<file path="config.mk">
export PLATFORM = sky130hd
export DESIGN_NAME = hashed_timer_wheel
export DESIGN_NICKNAME = d
export VERILOG_FILES = /design/src/htw_pkg.sv /design/src/htw_ram.sv /design/src/htw_div.sv /design/src/htw_front.sv /design/src/htw_back.sv /design/src/hashed_timer_wheel.sv
export SDC_FILE = /design/constraint.sdc
export NUM_CORES = 2
export LEC_CHECK = 0
export BUFFER_PORTS_ARGS = -buffer_cell sky130_fd_sc_hd__buf_2
export CORE_MARGIN = 4
export CORE_UTILIZATION = 60
export CTS_BUF_LIST = sky130_fd_sc_hd__clkbuf_4 sky130_fd_sc_hd__clkbuf_8
export CTS_CLUSTER_SIZE = 40
export DETAILED_ROUTE_END_ITERATION = 12
export PLACE_DENSITY = 0.76
export RECOVER_POWER = 50
export SLEW_MARGIN = 10
export SYNTH_ARGS = -nofsm -noshare
export SYNTH_HDL_FRONTEND = slang
export SYNTH_SLANG_ARGS = --single-unit
export TNS_END_PERCENT = 30
</file>
<file path="constraint.sdc">
create_clock -name clk -period 20.3 [get_ports clk]
set_input_delay 3.045 -clock clk [delete_from_list [all_inputs] [get_ports clk]]
set_output_delay 3.045 -clock clk [all_outputs]
set_load 0.005 [all_outputs]
</file>
<file path="src/htw_pkg.sv">
// Shared types, codes and widths for the hashed timer wheel.
// No dependencies; every other file of the block but htw_ram imports it.
`timescale 1ns / 1ps
`default_nettype none

package htw_pkg;

	localparam int TIMERS_DEF = 32;
	localparam int SLOTS_DEF  = 256;

	localparam int TIME_W     = 40;
	localparam int PERIOD_W   = 16;
	localparam int SCNT_W     = 9;
	localparam int HANDLE_W   = 5;
	localparam int ID_W       = 5;
	localparam int SEQ_W      = 32;
	localparam int MODE_W     = 2;
	localparam int KIND_W     = 2;
	localparam int S_TDATA_W  = 88;
	localparam int M_TDATA_W  = 48;
	localparam int M_TUSER_W  = 3;
	localparam int CFG_W      = 16;
	localparam int QDEPTH     = 2;

	localparam logic [PERIOD_W-1:0] PERIOD_RST = 16'd10;
	localparam logic [SCNT_W-1:0]   SLOTS_RST  = 9'd256;

	localparam logic CFG_PERIOD = 1'b0;
	localparam logic CFG_SLOTS  = 1'b1;

	localparam logic [MODE_W-1:0] MODE_START_REL = 2'd0;
	localparam logic [MODE_W-1:0] MODE_START_ABS = 2'd1;
	localparam logic [MODE_W-1:0] MODE_STOP      = 2'd2;
	localparam logic [MODE_W-1:0] MODE_TICK      = 2'd3;

	typedef enum logic [1:0] {
		OP_START_REL,
		OP_START_ABS,
		OP_STOP,
		OP_TICK
	} htw_op_t;

	typedef enum logic [KIND_W-1:0] {
		KIND_STARTED = 2'd0,
		KIND_FIRED   = 2'd1,
		KIND_TICK    = 2'd2,
		KIND_ERROR   = 2'd3
	} htw_kind_t;

	typedef enum logic [4:0] {
		B_IDLE,
		B_START,
		B_SYNC_WAIT,
		B_EXP,
		B_EXP_WAIT,
		B_START_EMIT,
		B_STOP,
		B_STOP_EMIT,
		B_ERR_EMIT,
		B_TICK,
		B_SCAN,
		B_FIRE,
		B_TICK_POST,
		B_ADV_WAIT,
		B_TGT_WAIT,
		B_SWEEP_CHK,
		B_SWEEP_ADV,
		B_TICK_DONE
	} htw_back_state_t;

	typedef enum logic [1:0] {
		D_IDLE,
		D_DIV,
		D_MOD
	} htw_div_state_t;

	typedef struct packed {
		htw_op_t               op;
		logic [TIME_W-1:0]     time_ms;
		logic [TIME_W-1:0]     clock_ms;
		logic [HANDLE_W-1:0]   handle;
		logic                  handle_ok;
	} htw_cmd_t;

	typedef struct packed {
		logic                  start;
		logic                  mod_only;
		logic [TIME_W-1:0]     num;
	} htw_div_req_t;

endpackage

`default_nettype wire

</file>
<file path="src/htw_ram.sv">
// Generic single-write, single-read RAM with registered read data.
// No dependencies.
`timescale 1ns / 1ps
`default_nettype none

module htw_ram #(
	parameter int WIDTH = 8,
	parameter int DEPTH = 32
) (
	input  wire logic                     clk,
	input  wire logic                     we,
	input  wire logic [$clog2(DEPTH)-1:0] waddr,
	input  wire logic [WIDTH-1:0]         wdata,
	input  wire logic                     re,
	input  wire logic [$clog2(DEPTH)-1:0] raddr,
	output logic      [WIDTH-1:0]         rdata
);

	logic [WIDTH-1:0] mem_q [DEPTH];

	always_ff @(posedge clk) begin
		if (we) begin
			mem_q[waddr] <= wdata;
		end
		if (re) begin
			rdata <= mem_q[raddr];
		end
	end

endmodule

`default_nettype wire

</file>
<file path="src/htw_div.sv">
// Slot index unit: (num / period) mod slots, or num mod slots alone, one bit per cycle.
// Depends on htw_pkg.
`timescale 1ns / 1ps
`default_nettype none

module htw_div #(
	parameter int SW = 8
) (
	input  wire logic                            clk,
	input  wire logic                            arst_n,
	input  wire htw_pkg::htw_div_req_t           req,
	input  wire logic [htw_pkg::PERIOD_W-1:0]    per,
	input  wire logic [htw_pkg::SCNT_W-1:0]      slots,
	output logic                                 done,
	output logic      [SW-1:0]                   res
);
	import htw_pkg::*;

	htw_div_state_t      state_q, state_nx;
	logic [5:0]          cnt_q;
	logic [TIME_W-1:0]   num_q;
	logic [PERIOD_W:0]   rem_q;
	logic [PERIOD_W:0]   divisor, rem_sh, rem_nx;
	logic                ge, last_bit;

	always_comb begin
		divisor  = (state_q == D_DIV) ? {1'b0, per} : (PERIOD_W + 1)'(slots);
		rem_sh   = {rem_q[PERIOD_W-1:0], num_q[TIME_W-1]};
		ge       = rem_sh >= divisor;
		rem_nx   = ge ? rem_sh - divisor : rem_sh;
		last_bit = cnt_q == 6'(TIME_W - 1);
	end

	always_comb begin
		state_nx = state_q;
		unique case (state_q)
			D_IDLE: begin
				if (req.start) begin
					state_nx = req.mod_only ? D_MOD : D_DIV;
				end
			end
			D_DIV: begin
				if (last_bit) state_nx = D_MOD;
			end
			D_MOD: begin
				if (last_bit) state_nx = D_IDLE;
			end
			default: state_nx = D_IDLE;
		endcase
	end

	always_comb begin
		done = (state_q == D_MOD) && last_bit;
		res  = SW'(rem_nx);
	end

	always_ff @(posedge clk or negedge arst_n) begin
		if (!arst_n) begin
			state_q <= D_IDLE;
			cnt_q   <= '0;
		end else begin
			state_q <= state_nx;
			if (state_q == D_IDLE) begin
				cnt_q <= '0;
			end else begin
				cnt_q <= last_bit ? 6'd0 : cnt_q + 6'd1;
			end
		end
	end

	// quotient bits collect in num_q; the mod pass then walks that quotient
	always_ff @(posedge clk) begin
		if (state_q == D_IDLE) begin
			if (req.start) begin
				num_q <= req.num;
				rem_q <= '0;
			end
		end else begin
			num_q <= {num_q[TIME_W-2:0], (state_q == D_DIV) ? ge : 1'b0};
			rem_q <= (state_q == D_DIV && last_bit) ? '0 : rem_nx;
		end
	end

endmodule

`default_nettype wire

</file>
<file path="src/htw_front.sv">
// Front end: accepts requests, classifies the mode and queues commands.
// Depends on htw_pkg.
`timescale 1ns / 1ps
`default_nettype none

module htw_front #(
	parameter int TIMERS = 32
) (
	input  wire logic                            clk,
	input  wire logic                            arst_n,
	input  wire logic                            s_tvalid,
	output logic                                 s_tready,
	input  wire logic [htw_pkg::S_TDATA_W-1:0]   s_tdata,
	input  wire logic [htw_pkg::MODE_W-1:0]      s_tuser,
	output logic                                 q_valid,
	input  wire logic                            q_ready,
	output htw_pkg::htw_cmd_t                    q_cmd
);
	import htw_pkg::*;

	localparam int PW = $clog2(QDEPTH);

	htw_cmd_t          fifo_q [QDEPTH];
	logic [PW-1:0]     wp_q, rp_q;
	logic [PW:0]       cnt_q;
	htw_cmd_t          cmd_in;
	logic              push, pop;

	always_comb begin
		cmd_in.time_ms   = s_tdata[TIME_W-1:0];
		cmd_in.clock_ms  = s_tdata[2*TIME_W-1:TIME_W];
		cmd_in.handle    = s_tdata[2*TIME_W+HANDLE_W-1:2*TIME_W];
		cmd_in.handle_ok = {1'b0, cmd_in.handle} < 6'(TIMERS);
		unique case (s_tuser)
			MODE_START_REL: cmd_in.op = OP_START_REL;
			MODE_START_ABS: cmd_in.op = OP_START_ABS;
			MODE_STOP:      cmd_in.op = OP_STOP;
			MODE_TICK:      cmd_in.op = OP_TICK;
			default:        cmd_in.op = OP_TICK;
		endcase
	end

	assign s_tready = cnt_q != (PW + 1)'(QDEPTH);
	assign q_valid  = cnt_q != '0;
	assign q_cmd    = fifo_q[rp_q];
	assign push     = s_tvalid && s_tready;
	assign pop      = q_valid && q_ready;

	always_ff @(posedge clk or negedge arst_n) begin
		if (!arst_n) begin
			wp_q  <= '0;
			rp_q  <= '0;
			cnt_q <= '0;
		end else begin
			if (push) wp_q <= (wp_q == PW'(QDEPTH - 1)) ? '0 : wp_q + PW'(1);
			if (pop)  rp_q <= (rp_q == PW'(QDEPTH - 1)) ? '0 : rp_q + PW'(1);
			cnt_q <= cnt_q + (PW + 1)'(push) - (PW + 1)'(pop);
		end
	end

	always_ff @(posedge clk) begin
		if (push) fifo_q[wp_q] <= cmd_in;
	end

endmodule

`default_nettype wire

</file>
<file path="src/htw_back.sv">
// Back end: sequencer that runs starts, stops and ticks over the timer pool.
// Depends on htw_pkg, htw_ram and htw_div.
`timescale 1ns / 1ps
`default_nettype none

module htw_back #(
	parameter int TIMERS = 32,
	parameter int SLOTS  = 256
) (
	input  wire logic                            clk,
	input  wire logic                            arst_n,
	input  wire logic                            q_valid,
	output logic                                 q_ready,
	input  wire htw_pkg::htw_cmd_t               q_cmd,
	input  wire logic [htw_pkg::PERIOD_W-1:0]    eff_per,
	input  wire logic [htw_pkg::SCNT_W-1:0]      eff_slots,
	output logic                                 out_valid,
	input  wire logic                            out_ready,
	output logic      [htw_pkg::KIND_W-1:0]      out_kind,
	output logic      [htw_pkg::ID_W-1:0]        out_id,
	output logic      [htw_pkg::TIME_W-1:0]      out_exp,
	output logic                                 out_cu,
	output logic                                 out_last
);
	import htw_pkg::*;

	localparam int IW = $clog2(TIMERS);
	localparam int CW = $clog2(TIMERS + 1);
	localparam int SW = $clog2(SLOTS);
	localparam int RW = TIME_W + SEQ_W + SW;

	htw_back_state_t     state_q, state_nx;
	htw_cmd_t            cmd_q;
	logic [TIMERS-1:0]   valid_q;
	logic [TIME_W-1:0]   wheel_q, exp_q, fire_t_q, best_exp_q;
	logic [SW-1:0]       cs_q, slot_q, target_q, fire_slot_q;
	logic [SEQ_W-1:0]    seq_q, best_seq_q;
	logic [IW-1:0]       free_q, best_idx_q, cmp_idx_s1;
	logic [CW-1:0]       rd_i_q;
	logic                cmp_vld_s1, found_q, behind_q, fire_cu_q;

	logic                out_valid_q, out_cu_q, out_last_q;
	logic [KIND_W-1:0]   out_kind_q;
	logic [ID_W-1:0]     out_id_q;
	logic [TIME_W-1:0]   out_exp_q;

	logic                out_free, all_busy, none_busy, stop_ok, scan_end, cand, better;
	logic                rd_more, inc_fits;
	logic [IW-1:0]       free_idx;
	logic [TIME_W-1:0]   exp_calc, rd_exp;
	logic [SEQ_W-1:0]    rd_seq;
	logic [SW-1:0]       rd_slot;
	logic [SW:0]         cs_inc;
	logic [SCNT_W-1:0]   cs_inc9;

	logic                emit, e_cu, e_last;
	logic [KIND_W-1:0]   e_kind;
	logic [ID_W-1:0]     e_id;
	logic [TIME_W-1:0]   e_exp;
	logic                ram_we, ram_re;
	logic [IW-1:0]       ram_waddr, ram_raddr;
	logic [RW-1:0]       ram_wdata, ram_rdata;
	htw_div_req_t        div_req;
	logic                div_done;
	logic [SW-1:0]       div_res;

	htw_ram #(.WIDTH(RW), .DEPTH(TIMERS)) u_ram (
		.clk   (clk),
		.we    (ram_we),
		.waddr (ram_waddr),
		.wdata (ram_wdata),
		.re    (ram_re),
		.raddr (ram_raddr),
		.rdata (ram_rdata)
	);

	htw_div #(.SW(SW)) u_div (
		.clk    (clk),
		.arst_n (arst_n),
		.req    (div_req),
		.per    (eff_per),
		.slots  (eff_slots),
		.done   (div_done),
		.res    (div_res)
	);

	always_comb begin
		out_free  = !out_valid_q || out_ready;
		all_busy  = &valid_q;
		none_busy = ~|valid_q;
		free_idx  = '0;
		for (int i = TIMERS - 1; i >= 0; i--) begin
			if (!valid_q[i]) free_idx = IW'(i);
		end
		exp_calc = (cmd_q.op == OP_START_REL) ? wheel_q + cmd_q.time_ms : cmd_q.time_ms;
		stop_ok  = cmd_q.handle_ok && valid_q[IW'(cmd_q.handle)];
		rd_exp   = ram_rdata[TIME_W-1:0];
		rd_seq   = ram_rdata[TIME_W+SEQ_W-1:TIME_W];
		rd_slot  = ram_rdata[RW-1:TIME_W+SEQ_W];
		rd_more  = rd_i_q < CW'(TIMERS);
		scan_end = !rd_more && !cmp_vld_s1;
		cand     = valid_q[cmp_idx_s1] && rd_slot == fire_slot_q && rd_exp <= fire_t_q;
		better   = !found_q || rd_exp < best_exp_q ||
		           (rd_exp == best_exp_q && rd_seq < best_seq_q);
		cs_inc   = {1'b0, cs_q} + (SW + 1)'(1);
		cs_inc9  = SCNT_W'(cs_inc);
		inc_fits = cs_inc9 < eff_slots;
	end

	always_comb begin
		state_nx = state_q;
		unique case (state_q)
			B_IDLE: begin
				if (q_valid) begin
					unique case (q_cmd.op)
						OP_START_REL, OP_START_ABS: state_nx = B_START;
						OP_STOP:                    state_nx = B_STOP;
						OP_TICK:                    state_nx = B_TICK;
						default:                    state_nx = B_TICK;
					endcase
				end
			end
			B_START: begin
				if (all_busy)       state_nx = B_ERR_EMIT;
				else if (none_busy) state_nx = B_SYNC_WAIT;
				else                state_nx = B_EXP;
			end
			B_SYNC_WAIT:  if (div_done) state_nx = B_EXP;
			B_EXP:        state_nx = B_EXP_WAIT;
			B_EXP_WAIT:   if (div_done) state_nx = B_START_EMIT;
			B_START_EMIT: if (out_free) state_nx = B_IDLE;
			B_STOP:       state_nx = stop_ok ? B_STOP_EMIT : B_ERR_EMIT;
			B_STOP_EMIT:  if (out_free) state_nx = B_IDLE;
			B_ERR_EMIT:   if (out_free) state_nx = B_IDLE;
			B_TICK:       state_nx = B_SCAN;
			B_SCAN:       if (scan_end) state_nx = B_FIRE;
			B_FIRE: begin
				if (found_q) begin
					if (out_free) state_nx = B_SCAN;
				end else begin
					state_nx = fire_cu_q ? B_SWEEP_ADV : B_TICK_POST;
				end
			end
			B_TICK_POST: begin
				if (cs_q != '0) state_nx = inc_fits ? B_TICK_DONE : B_ADV_WAIT;
				else            state_nx = B_TGT_WAIT;
			end
			B_ADV_WAIT:   if (div_done) state_nx = B_TICK_DONE;
			B_TGT_WAIT:   if (div_done) state_nx = behind_q ? B_SWEEP_CHK : B_TICK_DONE;
			B_SWEEP_CHK:  state_nx = (cs_q != target_q) ? B_SCAN : B_TICK_DONE;
			B_SWEEP_ADV:  state_nx = B_SWEEP_CHK;
			B_TICK_DONE:  if (out_free) state_nx = B_IDLE;
			default:      state_nx = B_IDLE;
		endcase
	end

	always_comb begin
		q_ready          = state_q == B_IDLE;
		emit             = 1'b0;
		e_kind           = KIND_STARTED;
		e_id             = '0;
		e_exp            = '0;
		e_cu             = 1'b0;
		e_last           = 1'b1;
		ram_we           = 1'b0;
		ram_waddr        = free_q;
		ram_wdata        = {slot_q, seq_q, exp_q};
		ram_re           = 1'b0;
		ram_raddr        = IW'(rd_i_q);
		div_req.start    = 1'b0;
		div_req.mod_only = 1'b0;
		div_req.num      = cmd_q.clock_ms;
		unique case (state_q)
			B_START: div_req.start = !all_busy && none_busy;
			B_EXP: begin
				div_req.start = 1'b1;
				div_req.num   = exp_calc;
			end
			B_START_EMIT: begin
				emit   = out_free;
				ram_we = out_free;
				e_id   = ID_W'(free_q);
				e_exp  = exp_q;
			end
			B_STOP: begin
				ram_re    = stop_ok;
				ram_raddr = IW'(cmd_q.handle);
			end
			B_STOP_EMIT: begin
				emit  = out_free;
				e_id  = cmd_q.handle;
				e_exp = rd_exp;
			end
			B_ERR_EMIT: begin
				emit   = out_free;
				e_kind = KIND_ERROR;
				e_id   = (cmd_q.op == OP_STOP) ? cmd_q.handle : '0;
			end
			B_SCAN: ram_re = rd_more;
			B_FIRE: begin
				emit   = found_q && out_free;
				e_kind = KIND_FIRED;
				e_id   = ID_W'(best_idx_q);
				e_exp  = best_exp_q;
				e_cu   = fire_cu_q;
				e_last = 1'b0;
			end
			B_TICK_POST: begin
				if (cs_q != '0) begin
					div_req.start    = !inc_fits;
					div_req.mod_only = 1'b1;
					div_req.num      = TIME_W'(cs_inc);
				end else begin
					div_req.start = 1'b1;
				end
			end
			B_TICK_DONE: begin
				emit   = out_free;
				e_kind = KIND_TICK;
			end
			default: ;
		endcase
	end

	always_ff @(posedge clk or negedge arst_n) begin
		if (!arst_n) begin
			state_q     <= B_IDLE;
			valid_q     <= '0;
			wheel_q     <= '0;
			cs_q        <= '0;
			seq_q       <= '0;
			rd_i_q      <= '0;
			cmp_vld_s1  <= 1'b0;
			found_q     <= 1'b0;
			out_valid_q <= 1'b0;
		end else begin
			state_q     <= state_nx;
			out_valid_q <= emit || (out_valid_q && !out_ready);
			case (state_q)
				B_SYNC_WAIT: begin
					if (div_done) begin
						wheel_q <= cmd_q.clock_ms;
						cs_q    <= div_res;
					end
				end
				B_START_EMIT: begin
					if (out_free) begin
						valid_q[free_q] <= 1'b1;
						seq_q           <= seq_q + SEQ_W'(1);
					end
				end
				B_STOP_EMIT: if (out_free) valid_q[IW'(cmd_q.handle)] <= 1'b0;
				B_TICK: begin
					rd_i_q     <= '0;
					cmp_vld_s1 <= 1'b0;
					found_q    <= 1'b0;
				end
				B_SCAN: begin
					cmp_vld_s1 <= rd_more;
					if (rd_more) rd_i_q <= rd_i_q + CW'(1);
					if (cmp_vld_s1 && cand && better) found_q <= 1'b1;
				end
				B_FIRE: begin
					if (found_q && out_free) begin
						valid_q[best_idx_q] <= 1'b0;
						rd_i_q              <= '0;
						cmp_vld_s1          <= 1'b0;
						found_q             <= 1'b0;
					end
				end
				B_TICK_POST: begin
					if (cs_q != '0) begin
						wheel_q <= wheel_q + TIME_W'(eff_per);
						if (inc_fits) cs_q <= SW'(cs_inc);
					end
				end
				B_ADV_WAIT: if (div_done) cs_q <= div_res;
				B_TGT_WAIT: begin
					if (div_done && !behind_q) begin
						cs_q    <= div_res;
						wheel_q <= cmd_q.clock_ms;
					end
				end
				B_SWEEP_CHK: begin
					if (cs_q != target_q) begin
						rd_i_q     <= '0;
						cmp_vld_s1 <= 1'b0;
						found_q    <= 1'b0;
					end else begin
						wheel_q <= cmd_q.clock_ms;
					end
				end
				B_SWEEP_ADV: cs_q <= (cs_inc9 == eff_slots) ? '0 : SW'(cs_inc);
				default: ;
			endcase
		end
	end

	always_ff @(posedge clk) begin
		if (emit) begin
			out_kind_q <= e_kind;
			out_id_q   <= e_id;
			out_exp_q  <= e_exp;
			out_cu_q   <= e_cu;
			out_last_q <= e_last;
		end
		if (state_q == B_IDLE && q_valid) cmd_q <= q_cmd;
		if (state_q == B_START) free_q <= free_idx;
		if (state_q == B_EXP) exp_q <= exp_calc;
		if (state_q == B_EXP_WAIT && div_done) slot_q <= div_res;
		if (state_q == B_SCAN) cmp_idx_s1 <= IW'(rd_i_q);
		if (state_q == B_SCAN && cmp_vld_s1 && cand && better) begin
			best_idx_q <= cmp_idx_s1;
			best_exp_q <= rd_exp;
			best_seq_q <= rd_seq;
		end
		if (state_q == B_TICK) begin
			fire_slot_q <= cs_q;
			fire_t_q    <= wheel_q;
			fire_cu_q   <= 1'b0;
		end
		if (state_q == B_SWEEP_CHK) begin
			fire_slot_q <= cs_q;
			fire_t_q    <= cmd_q.clock_ms;
			fire_cu_q   <= 1'b1;
		end
		// slot 0: behind means the clock ran ahead of the wheel
		if (state_q == B_TICK_POST) behind_q <= wheel_q < cmd_q.clock_ms;
		if (state_q == B_TGT_WAIT && div_done) target_q <= div_res;
	end

	assign out_valid = out_valid_q;
	assign out_kind  = out_kind_q;
	assign out_id    = out_id_q;
	assign out_exp   = out_exp_q;
	assign out_cu    = out_cu_q;
	assign out_last  = out_last_q;

endmodule

`default_nettype wire

</file>
<file path="src/hashed_timer_wheel.sv">
// Top level of the hashed timer wheel: configuration registers and stream ports.
// Depends on htw_pkg, htw_front and htw_back.
`timescale 1ns / 1ps
`default_nettype none

// Hashed timer wheel over a pool of TIMERS timers, times in 40-bit milliseconds.
// Requests enter a two-deep command queue and are run one at a time by a
// sequencer; results leave through an output register, so the front keeps
// accepting while a result waits. A start takes one slot computation (a
// bit-serial divide by the period followed by a bit-serial modulo by the
// slot count), two when the pool was empty. A tick scans the pool once per
// fired timer plus once more, each scan through the single read port of the
// timer RAM; a modulo by the slot count is added when the slot index wraps,
// and at slot 0 it adds one slot computation for the clock and one scan per
// slot swept while catching up.
// Configuration may be written only while the block is idle.
module hashed_timer_wheel #(
	parameter int TIMERS = htw_pkg::TIMERS_DEF,
	parameter int SLOTS  = htw_pkg::SLOTS_DEF
) (
	input  wire logic                            clk,
	input  wire logic                            arst_n,
	input  wire logic                            s_tvalid,
	output logic                                 s_tready,
	// time_ms [39:0], clock_ms [79:40], handle [84:80], zero pad
	input  wire logic [htw_pkg::S_TDATA_W-1:0]   s_tdata,
	// mode [1:0]
	input  wire logic [htw_pkg::MODE_W-1:0]      s_tuser,
	output logic                                 m_tvalid,
	input  wire logic                            m_tready,
	// timer_id [4:0], expiry_ms [44:5], zero pad
	output logic      [htw_pkg::M_TDATA_W-1:0]   m_tdata,
	// kind [1:0], caught_up [2]
	output logic      [htw_pkg::M_TUSER_W-1:0]   m_tuser,
	output logic                                 m_tlast,
	input  wire logic                            cfg_we,
	input  wire logic                            cfg_index,
	input  wire logic [htw_pkg::CFG_W-1:0]       cfg_wdata
);
	import htw_pkg::*;

	logic [PERIOD_W-1:0] period_q, eff_per;
	logic [SCNT_W-1:0]   slots_q, eff_slots;
	logic                q_valid, q_ready;
	htw_cmd_t            q_cmd;
	logic [KIND_W-1:0]   out_kind;
	logic [ID_W-1:0]     out_id;
	logic [TIME_W-1:0]   out_exp;
	logic                out_cu;

	always_ff @(posedge clk or negedge arst_n) begin
		if (!arst_n) begin
			period_q <= PERIOD_RST;
			slots_q  <= SLOTS_RST;
		end else if (cfg_we) begin
			unique case (cfg_index)
				CFG_PERIOD: period_q <= cfg_wdata;
				CFG_SLOTS:  slots_q  <= cfg_wdata[SCNT_W-1:0];
				default: ;
			endcase
		end
	end

	always_comb begin
		eff_per = (period_q == '0) ? PERIOD_W'(1) : period_q;
		if (slots_q == '0)                 eff_slots = SCNT_W'(1);
		else if (slots_q > SCNT_W'(SLOTS)) eff_slots = SCNT_W'(SLOTS);
		else                               eff_slots = slots_q;
	end

	htw_front #(.TIMERS(TIMERS)) u_front (
		.clk      (clk),
		.arst_n   (arst_n),
		.s_tvalid (s_tvalid),
		.s_tready (s_tready),
		.s_tdata  (s_tdata),
		.s_tuser  (s_tuser),
		.q_valid  (q_valid),
		.q_ready  (q_ready),
		.q_cmd    (q_cmd)
	);

	htw_back #(.TIMERS(TIMERS), .SLOTS(SLOTS)) u_back (
		.clk       (clk),
		.arst_n    (arst_n),
		.q_valid   (q_valid),
		.q_ready   (q_ready),
		.q_cmd     (q_cmd),
		.eff_per   (eff_per),
		.eff_slots (eff_slots),
		.out_valid (m_tvalid),
		.out_ready (m_tready),
		.out_kind  (out_kind),
		.out_id    (out_id),
		.out_exp   (out_exp),
		.out_cu    (out_cu),
		.out_last  (m_tlast)
	);

	assign m_tdata = {(M_TDATA_W - TIME_W - ID_W)'(0), out_exp, out_id};
	assign m_tuser = {out_cu, out_kind};

endmodule

`default_nettype wire

</file>
# [Word-level counts from Yosys, hierarchy flattened]
# Memory sizes are Yosys's and may differ from the RTL's. A register that Yosys moved wholly into a read port is not among the register bits.
# Index checks and enable logic that the tools add are counted.
[totals] register_bits=549 ram_bits=2734 inputBits=112 out_inout_bits=54 memories=2
[memory_table] memory="u_back.u_ram.mem_q" depth=32 word_bits=80 rd=1 rd_clocked_by_memory_dff=1 write_ports=1 line="htw_ram.sv:19" rtl="logic [WIDTH-1:0] mem_q [DEPTH];"
[memory_table] memory="u_front.fifo_q" depth=2 word_bits=87 rd=1 rd_clocked_by_memory_dff=0 write_ports=1 line="htw_front.sv:23" rtl="htw_cmd_t fifo_q [QDEPTH];"
[classes] add_sub_neg=11 n_lt_le_gt_ge=15 eq_ne=54 mux=128 bitwise_logic=6 n_reduce_logical=70
[ops] op="$mux W40" count=9
[ops] op="$mux W5" count=33
[ops] op="$pmux W40 S4" count=1
[ops] op="$pmux W40 S3" count=1
[ops] op="$mux W16" count=6
[ops] op="$mux W32" count=3
[ops] op="$pmux W32 S3" count=1
[ops] op="$lt A40 B40 Y1" count=2
[ops] op="$pmux W40 S2" count=1
[ops] op="$pmux W5 S15" count=1
[ops] op="$and A32 B32 Y32" count=2
[ops] op="$not A32 Y32" count=2
[ops] op="$mux W8" count=7
[ops] op="$mux W41" count=1
[ops] op="$add A40 B16 Y40" count=1
[ops] op="$add A40 B40 Y40" count=1
[ops] op="$eq A40 B40 Y1" count=1
[ops] op="$eq A5 B4 Y1 const B" count=8
[ops] op="$le A40 B40 Y1" count=1
[ops] op="$mux W4" count=9
[ops] op="$ne A2 B1 Y1 const B" count=18
[ops] op="$add A32 B1 Y32 const B" count=1
[ops] op="$lt A32 B32 Y1" count=1
[ops] op="$or A32 B32 Y32" count=1
[ops] op="62 further kinds" count=172

# [Depth between registers and ports, before layout]
[logic_depth] word_depth=31 depth_mapped=18 depth_no_buf=17

# [Hierarchy]
# A second synthesis with hierarchy kept.
[unflattened] hier_cells=7957 area_unflattened_um2=138108.7
[modules_own_cells] module="htw_ram" n_inst=1 cells_each=4682 area_per_inst_um2=99701.9
[modules_own_cells] module="htw_back" n_inst=1 cells_each=2568 area_per_inst_um2=26840.7
[modules_own_cells] module="htw_front" n_inst=1 cells_each=297 area_per_inst_um2=6592.6
[modules_own_cells] module="htw_div" n_inst=1 cells_each=319 area_per_inst_um2=3782.4
[modules_own_cells] module="hashed_timer_wheel" n_inst=1 cells_each=91 area_per_inst_um2=1191.1

# [Worst setup path after synthesis]
# No wires, ideal clock.
[synth_path] kind="input-to-reg" start="input m_tready" end="memory u_back.u_ram.mem_q[12][0] (netlist name), enable pin" t_arrival_ns=7.518 required_time_ns=19.781 slack_ns=12.263 stages=7 n_path_buf=3 cell_sequence="nand2b_1 -> and2_1 -> buf_4 -> or3b_1 -> clkbuf_1 -> clkbuf_1 -> nor2_1"
[synth_between] elab_chain_cells=4
[synth_rtl] element="from (decl)" line="hashed_timer_wheel.sv:30" rtl="input wire logic m_tready,"
[synth_rtl] element="$logic_or A1 B1 Y1" line="htw_back.sv:88" rtl="out_free = !out_valid_q || out_ready;"
[synth_rtl] element="$mux W1" line="htw_back.sv:173" rtl="unique case (state_q)"
[synth_rtl] element="$mux W1" line="htw_ram.sv:22" rtl="if (we) begin"
[synth_rtl] element="$mux W1 (not written as such)" line="htw_ram.sv:23" rtl="mem_q[waddr] <= wdata;"
[synth_rtl] element="to (decl)" line="htw_ram.sv:19"
# Every way passes these cells.

==> flow_metrics.tcl <==
set metrics [dict create \
    outcome "finished, violations left" \
    violations "max-capacitance violations, max-slew violations" \
    drive_above_1_share_pct 22.07 \
    crit_chain "clkbuf_1" \
    netlist_area_sq_um 138400 \
    syn_avg_cell_area_sq_um 17.17 \
    area_growth_pct 10.36 \
    switching_share_pct 32.49 \
    grt-ovfl-total 0 \
    max_stage_delay_ns 4.51 \
    p_int_w 0.01364 \
    synth_cell_types 95 \
    fin_crit_sh_pct 40.10 \
    antenna_left 0 \
    cp-startpoint "arst_n" \
    critical-path-slowest-cell "clkbuf_1" \
    routed-via-count 78600 \
    min-delay-path-class "reg -> reg" \
    fin_skew_ns 0.07212 \
    start_kind "input pin" \
    drt_iter0_drc 11492 \
    final_nets 8835 \
    cts_tree "yes" \
    yosysSeqAreaShare_pct 72.33 \
    rsz0062_at_grt "no" \
    routed_wirelength_microns 356800 \
    async_flop_share_pct 4.848 \
    ios 166 \
    relSlewSlack_pct -339.5 \
    die_x_microns 488.4 \
    io_buffers 159 \
    antenna_found_initial 10 \
    critPathArrivalTime_ns 7.66 \
    cts_hold_buf 0 \
    synth-edff-count 3198 \
    placed_area_sq_um 142400 \
    cp_max_fo 100 \
    timing_worst_setup_path_type "in -> async" \
    design_area_sq_um 152800 \
    max_freq_mhz 122.8 \
    yosysWarningCount 0 \
    rows 176 \
    drv_cap 16 \
    grt_max_degree 152 \
    tns_ns 0 \
    tightest_slew_ns 6.593 \
    hold_viol_final 0 \
    syn_inst 8064 \
    comb_power_share_pct 27.6 \
    die_h_microns 488.4 \
    cp_top_family "buffers and inverters" \
    cp.required_ns 19.82 \
    core_region_area_sq_um 229700 \
    setup_viol 0 \
    timing.rr.start "u_back.state_q[0]" \
    hp-start "u_back.u_ram.rdata[40]" \
    power_w 0.02020 \
    dr.pass1.iters 9 \
    clockPowerShare_pct 28.3 \
    drc_errors 0 \
    ys.flop_type "edfxtp_1" \
    start_util_pct 60.28 \
    viasPerCell 6.600 \
    cts.clk_slew.worst_paths_ns 0.06 \
    numCtsBuffers 537 \
    ys_seq_elements 3362 \
    vdd_ir_drop_max_v 0.0002136 \
    detail_route.wl_per_cell_microns 29.96 \
    grt_use_total_pct 30.08 \
    n_fill_cell 14739 \
    htreeDepth 6 \
    worst_hold_slack_ns 0.4441 \
    clk_path_buf_depth 4 \
    cp.buffers_inverters 1 \
    post_cts_buffers 0 \
    leakage_nw 51.77 \
    p_seq_share_pct 44.1 \
    gp_congestion 0.9104 \
    cellPowerDensity_nw_per_um2 132.2 \
    grt_pass1_wl_microns 522000 \
    dieArea_sq_um 238500 \
    slew_violations 782 \
    cts_resized 0 \
    clk_latency_ns 1.09 \
    crit_path_end_kind "asynchronous set/reset pin" \
    switchingPower_w 0.006561 \
    cts_sinks 3362 \
    post-dp-hpwl_microns 186700 \
    cts_root_buf "clkbuf_8" \
    fin_crit_ns 8.140 \
    grt_pass1_vias 79141 \
]
[path summary, 6_finish.rpt]
kind,endpoint,slack (ns),depth (start not counted)
max,u_back.seq_q[17],12.16,1
min,u_back.best_seq_q[0],0.44,0
max reg2reg,u_back.out_exp[20],13.36,6
min reg2reg,u_back.best_seq_q[0],0.44,0
max in group clk,u_back.out_exp[20],13.36,6
min in group asynchronous,u_back.seq_q[0],4.45,1
[routing by layer]
layer / wire, microns / track usage [%]
met5: 59 / 0
met4: 14980 / 12.17
met1: 132900 / 43.34
met2: 165800 / 45.77
met3: 43060 / 6.238
[cells by family (layout without fill, tap and decap cells)]
group,count (synthesis),count (layout),synth area share (%)
AND/OR/NAND/NOR,2080,2080,6.750
XOR/XNOR,111,111,0.7022
other,1,7,0.002709
adder cells (fa/ha/maj),240,240,2.185
buffers and inverters,678,1491,2.331
flip-flops,3362,3362,72.33
AO/OA/AOI/OAI,762,762,3.612
multiplexers,830,830,12.09
[state kept, by name, summed over array words and instances (netlist names), 32 cells and up]
name and count:
u_back.u_ram.mem_q 2560, u_front.fifo_q 174, u_back.cmd_q 87, u_back.u_ram.rdata 80
u_back.best_exp_q 40, u_back.exp_q 40, u_back.fire_t_q 40, u_back.out_exp 40
u_back.u_div.num_q 40, u_back.wheel_q 40, u_back.best_seq_q 32, u_back.seq_q 32
u_back.valid_q 32
[power groups by stage]
| stage | Combinational, W | Sequential [W] | Clock, W |
|---|---|---|---|
| 2_1_floorplan | 0.00411 | 0.00878 | 0 |
| 3_3_place_gp | 0.00543 | 0.00900 | 0 |
| 3_5_place_dp | 0.00552 | 0.00904 | 0 |
| 4_1_cts | 0.00555 | 0.00890 | 0.00578 |
| 5_1_grt | 0.00607 | 0.00895 | 0.00613 |
| 6_report | 0.00558 | 0.00891 | 0.00571 |
[synth_stat cells (all sizes together) (39+ instances only)]
master | number | area, sq um
mux2 | 153 | 1723
o21ai | 211 | 1056
a222oi | 45 | 450.4
inv | 251 | 942.2
mux4 | 658 | 14820
nor2 | 251 | 952.2
xnor2 | 72 | 630.6
ha | 237 | 2965
nand4 | 53 | 331.6
a21o | 62 | 465.5
nand3 | 567 | 2843
edfxtp | 3198 | 96030
nor3 | 45 | 225.2
and3 | 39 | 250.2
buf | 185 | 1369
clkbuf | 238 | 893.4
xor2 | 39 | 341.6
nand2 | 957 | 3595
dfrtp | 160 | 4004
a21oi | 190 | 958.4
[stage by stage]
stage,utilization [%],setup slack (ns),std cells
floorplan,-,12.26,8066
global placement,62.02,13.07,10964
detailed placement,62.02,13.05,10964
CTS,66.58,13.44,11899
global route,66.52,11.06,11907
finish,66.52,12.16,11909
[area by class of cell]
cell class,count,area [sq um],share of cell area (%)
Multi-Input combinational cell,4026,35500,23.24
Tap cell,3026,3786,2.478
Clock inverter,176,1231,0.8059
Timing Repair Buffer,302,1911,1.251
Inverter,254,954.7,0.6249
Clock buffer,759,9251,6.055
Antenna cell,4,10.01,0.006552
Sequential cell,3362,100100,65.54
[cells in the final DEF, fill, tap and decap left out, types with 15 or more instances in the layout]
master,instances
nor3_1,45
a222oi_1,45
clkinv_2,65
nand2_1,954
nand3_1,566
ha_1,237
buf_2,102
a21o_1,62
clkbuf_4,191
clkbuf_8,568
xor2_1,39
and3_1,37
a21oi_1,188
edfxtp_1,3198
a22oi_1,29
nor2b_1,30
o21ai_0,204
mux4_2,658
clkbuf_1,77
inv_1,250
xnor2_1,72
clkinv_1,71
nand4_1,53
a31oi_1,18
nor2_1,213
buf_12,15
nor4_1,25
mux2_1,30
nand2b_1,33
buf_4,108
mux2_2,120
dfrtp_1,160
a221oi_1,32
o21a_1,18
clkinvlp_4,16
nor2_4,35
Note: power is estimated with default switching activity, not from simulation.
